$ cat config.mk
export PLATFORM = sky130hd
export DESIGN_NAME = ksh_div
export DESIGN_NICKNAME = d
export VERILOG_FILES = /design/src/rtl/ksh_pkg.sv /design/src/rtl/ksh_div.sv
export SDC_FILE = /design/constraint.sdc
export NUM_CORES = 1
export LEC_CHECK = 0
export BUFFER_PORTS_ARGS = -buffer_cell sky130_fd_sc_hd__buf_2
export CAP_MARGIN = 5
export CORE_MARGIN = 10
export CORE_UTILIZATION = 50
export CTS_CLUSTER_SIZE = 28
export DETAILED_ROUTE_END_ITERATION = 7
export PLACE_DENSITY = 0.7
export REMOVE_ABC_BUFFERS = 1
export SLEW_MARGIN = 10
export SYNTH_ARGS = -nofsm -noshare
export SYNTH_HDL_FRONTEND = slang
export SYNTH_SLANG_ARGS = --single-unit
$ cat constraint.sdc
create_clock -name clock -period 5.1 [get_ports clock]
set_input_delay 0.255 -clock clock [delete_from_list [all_inputs] [get_ports clock]]
set_output_delay 0.255 -clock clock [all_outputs]
set_load 0.02 [all_outputs]
$ cat src/rtl/ksh_pkg.sv
// Package: shared types, codes and field widths of the keyed share table.
`default_nettype none
package ksh_pkg;

   localparam int ID_W    = 31;
   localparam int VAL_W   = 32;
   localparam int TOT_W   = 38;
   localparam int FRAC_W  = 16;
   localparam int COUNT_W = 7;

   typedef logic [1:0] func_type;
   localparam func_type FN_UPDATE   = 2'd0;
   localparam func_type FN_LOOKUP   = 2'd1;
   localparam func_type FN_TOPN     = 2'd2;
   localparam func_type FN_RESERVED = 2'd3;

   typedef logic [1:0] status_type;
   localparam status_type ST_OK    = 2'd0;
   localparam status_type ST_MISS  = 2'd1;
   localparam status_type ST_FULL  = 2'd2;
   localparam status_type ST_CLAMP = 2'd3;

   typedef struct packed {
      logic [ID_W-1:0]  id;
      logic [VAL_W-1:0] income;
      logic [VAL_W-1:0] volume;
   } entry_type;

   typedef enum logic [3:0] {
      S_IDLE,
      S_SRCH_RD,
      S_SRCH_CMP,
      S_SORT_RD_I,
      S_SORT_LAT_I,
      S_SORT_RD_P,
      S_SORT_CMP,
      S_EMIT_RD,
      S_EMIT_LAT,
      S_SHARE_GO,
      S_DIV_INC,
      S_DIV_VOL,
      S_OUT
   } state_type;

endpackage
`default_nettype wire

$ cat src/rtl/ksh_div.sv
// Share divider: saturating 0.16 fraction part/total, one quotient bit a cycle.
`default_nettype none
module ksh_div (
   input  wire logic                        clock,
   input  wire logic                        reset,
   input  wire logic                        start,
   input  wire logic [ksh_pkg::VAL_W-1:0]   part,
   input  wire logic [ksh_pkg::TOT_W-1:0]   total,
   output logic                             done,
   output logic [ksh_pkg::FRAC_W-1:0]       quot
);

   logic                        busy_ff, busy_in;
   logic                        done_ff, done_in;
   logic [ksh_pkg::TOT_W-1:0]   rem_ff, rem_in;
   logic [ksh_pkg::TOT_W-1:0]   tot_ff, tot_in;
   logic [ksh_pkg::FRAC_W-1:0]  q_ff, q_in;
   logic [4:0]                  cnt_ff, cnt_in;
   logic [ksh_pkg::TOT_W:0]     shifted;
   logic [ksh_pkg::TOT_W-1:0]   part_ext;

   assign part_ext = ksh_pkg::TOT_W'(part);
   assign shifted  = {rem_ff, 1'b0};

   always_comb begin
      busy_in = busy_ff;
      done_in = 1'b0;
      rem_in  = rem_ff;
      tot_in  = tot_ff;
      q_in    = q_ff;
      cnt_in  = cnt_ff;
      if (start) begin
         if (total == '0) begin
            q_in    = '0;
            done_in = 1'b1;
         end else if (part_ext >= total) begin
            // whole share or more: saturate
            q_in    = '1;
            done_in = 1'b1;
         end else begin
            rem_in  = part_ext;
            tot_in  = total;
            q_in    = '0;
            cnt_in  = 5'(ksh_pkg::FRAC_W);
            busy_in = 1'b1;
         end
      end else if (busy_ff) begin
         if (shifted >= {1'b0, tot_ff}) begin
            rem_in = ksh_pkg::TOT_W'(shifted - {1'b0, tot_ff});
            q_in   = {q_ff[ksh_pkg::FRAC_W-2:0], 1'b1};
         end else begin
            rem_in = shifted[ksh_pkg::TOT_W-1:0];
            q_in   = {q_ff[ksh_pkg::FRAC_W-2:0], 1'b0};
         end
         cnt_in = cnt_ff - 5'd1;
         if (cnt_ff == 5'd1) begin
            busy_in = 1'b0;
            done_in = 1'b1;
         end
      end
   end

   always_ff @(posedge clock) begin
      if (reset) begin
         busy_ff <= 1'b0;
         done_ff <= 1'b0;
      end else begin
         busy_ff <= busy_in;
         done_ff <= done_in;
      end
      rem_ff <= rem_in;
      tot_ff <= tot_in;
      q_ff   <= q_in;
      cnt_ff <= cnt_in;
   end

   assign done = done_ff;
   assign quot = q_ff;

endmodule
`default_nettype wire

==> impl_metrics.csv <==
group,metric,value,unit
clock_tree,cts_max_path_buffers,2,
synth,synthFlopType,"edfxtp_1",
placed_design,port_buffers,89,
setup_path,critPathBufInv,1,
setup_path,critical_path_arrival,4.25,ns
synth,synth-edff-count,97,
sta,final_max_slew_viol_count,0,
pwr,peakVddDrop,213.4,µV
pwr,pwr-share-comb,49.4,%
sta,finalCriticalPeriod,4.146,ns
synth,synth_area_leader_cell,"edfxtp_1",
job,max_cap_violations,0,
setup_path,required,5.20,ns
sta,finalClockSkew,0.008785,ns
clock_tree,htreeDepth,3,
clock_tree,ctsHoldBuffers,0,
drt,avgViaCountPerCell,5.714,
setup_path,worstPathMaxFanout,35,
pwr,p_per_area,423.8,nW/µm²
drt,drt_wl_total,18700,µm
synth,synth_common_cells,"111 x inv_1, 97 x edfxtp_1, 72 x ha_1",
clock_tree,clock_latency,0.36,ns
layout,fin_util,57.53,%
pwr,swShare,37.50,%
synth,yosysWarnings,0,
clock_tree,cts_tree,"yes",
floorplan,num_rows,44,
pwr,p_seq_share,32.2,%
sta,worst-slew-pin-transition,1.065,ns
pwr,totalPowerFinal,3570,µW
floorplan,die_h,142.9,µm
synth,synth.distinct_cells,67,
sta,post-route-period-util,81.30,%
sta,rsz0062_at_grt,"no",
clock_tree,clk_pin_slew_worst_paths,0.07,ns
floorplan,io_pins,90,
floorplan,die_area,20420,µm²
clock_tree,clockRootBuffer,"clkbuf_16",
sta,fmax,241.2,MHz
sta,max_slew_margin,28.79,%
setup_path,crit_family,"compound AO/OA/AOI/OAI gates",
clock_tree,post_cts_buffers,0,
synth,syn_avg_cell_area,9.756,µm²
placed_design,place.gp.congestion,0.9556,
setup_path,critPathMaxStageDelay,0.84,ns
grt,overflow,0,
pwr,pwr-share-clk,18.4,%
drt,drt_first_pass_iters,5,
sta,finalHoldViolCount,0,
synth,synth_top_area_share,38.57,%
synth,ys_ff_latch,99,
setup_path,slowest_stage,"o21bai_4",
layout,post_route_cells_drive_above_1_share,18.60,%
setup_path,end_kind,"register",
setup_path,cp.depth,11,
sta,fin_tns_setup,0,ns
layout,fin_nets,996,
layout,syn2layout_area_growth,11.57,%
setup_path,r2r_cells,11,
setup_path,crit_type,"reg -> reg",
synth,syn-cell-area,7551,µm²
synth,synthTopCellsByArea,"edfxtp_1 39%, ha_1 12%, inv_1 5.5%",
grt,grt_max_degree,42,
floorplan,core-area,14640,µm²
layout,fin_cells,1039,
drt,initialDrtViolationCount,549,
drt,vias,5937,
clock_tree,cts_resized,0,
grt,antenna_found_initial,0,
status,status,"finished clean",
drt,ant_nets,0,
synth,ys_async_sr_fraction,0,%
grt,grt_pass1_vias,5850,
pwr,power.leakage,0.003884,µW
grt,grt_pass1_wl,30070,µm
sta,finalSetupViolations,0,
grt,grt_use_total,18.40,%
drt,drc,0,
placed_design,place_inst,1023,
clock_tree,clock_sinks,99,
placed_design,place_hpwl,14700,µm
synth,synth.most_common_cell,"inv_1",
setup_path,timing.critical_path.cells,"ha_1 > o211ai_1 > a21oi_1 > o31a_1 > a211oi_4 > o21ai_2 > a31oi_2 > o21bai_4 > buf_4 > mux2_4 > mux2_2",
layout,diodes,0,
pwr,intPower,2231,µW
clock_tree,cts_buffers,9,
synth,synthCells,774,
min_path,whs_path_depth,1,
min_path,hp-class,"in -> reg",
floorplan,fp.dieW,142.9,µm
setup_path,cp-start-kind,"register",
drt,wl_per_cell,18.00,µm
floorplan,initial_utilization,51.56,%
synth,ys_seq_area_share,39.11,%
pwr,p_sw,1339,µW
cells by family (layout without fill, tap and decap cells):
family          count (synthesis)  after routing  synth area share (%)
simple gates                  189            189                 12.66
buf+inv                       139            220                 7.390
fa+ha+maj                      73             73                 12.20
compound gates                193            193                 16.74
flops                          99             99                 39.11
xor+xnor                       32             32                 3.712
mux                            49             49                 8.202
state kept, by name (all words and copies together) (netlist names):
register / flops
cnt_ff: 5
done: 1
tot_ff: 38
busy_ff: 1
quot: 16
rem_ff: 38
metrics by stage:
| step | cell area (µm²) | setup WS, ns | hold WS (ns) |
|---|---|---|---|
| 6_report | 8424 | 0.9537 | 0.08710 |
| 5_1_grt | 8424 | 0.7472 | 0.08278 |
| 4_1_cts | 8424 | 0.9723 | 0.07384 |
| 3_5_place_dp | 8147 | 1.009 | 0.4503 |
| 3_3_place_gp | 8147 | 1.128 | 0.4481 |
| 2_1_floorplan | 7410 | 1.045 | 0.3241 |
power groups by stage:
stage	combinational [µW]	sequential, µW	clock (µW)
2_1_floorplan	1350	1160	0
3_3_place_gp	1720	1160	0
3_5_place_dp	1730	1160	0
4_1_cts	1750	1150	666
5_1_grt	1950	1170	693
6_report	1760	1150	658
area by class of cell:
type                            count  area, µm²
Sequential cell                    99       2953
Fill cell                        1319       6220
Timing Repair Buffer               93      488.0
Multi-Input combinational cell    536       4059
Clock inverter                      6      48.80
Clock buffer                       10      229.0
Inverter                          111      416.7
Tap cell                          184      230.2
final timing paths:
check | from | endpoint | slack, ns
max | rem_ff[3] | rem_ff[14] | 0.95
min reg2reg | busy_ff | busy_ff | 0.51
min | total[34] | tot_ff[34] | 0.09
max reg2reg | rem_ff[3] | rem_ff[14] | 0.95
placed cells by master, fill, tap and decap left out, types with 12 or more instances in the layout:
cell / count
inv_1: 111
nand2_1: 52
o21bai_1: 14
a21o_1: 29
mux2_4: 20
mux2_2: 22
a21oi_1: 53
nand2b_1: 12
nand4_1: 18
ha_1: 72
nor3_1: 12
nor2_1: 38
edfxtp_1: 97
o21ai_0: 43
xnor2_1: 22
buf_2: 89
routing by layer:
layer / GRT usage, % / vias to the layer above / share of wire (%)
li1: - / 2941 / -
met1: 26.59 / 2781 / 49
met2: 26.72 / 193 / 42
met3: 3.317 / 22 / 6.6
met4: 6.840 / 0 / 2.0
met5: 0 / - / 0
Power figures use the tool's default switching activity.
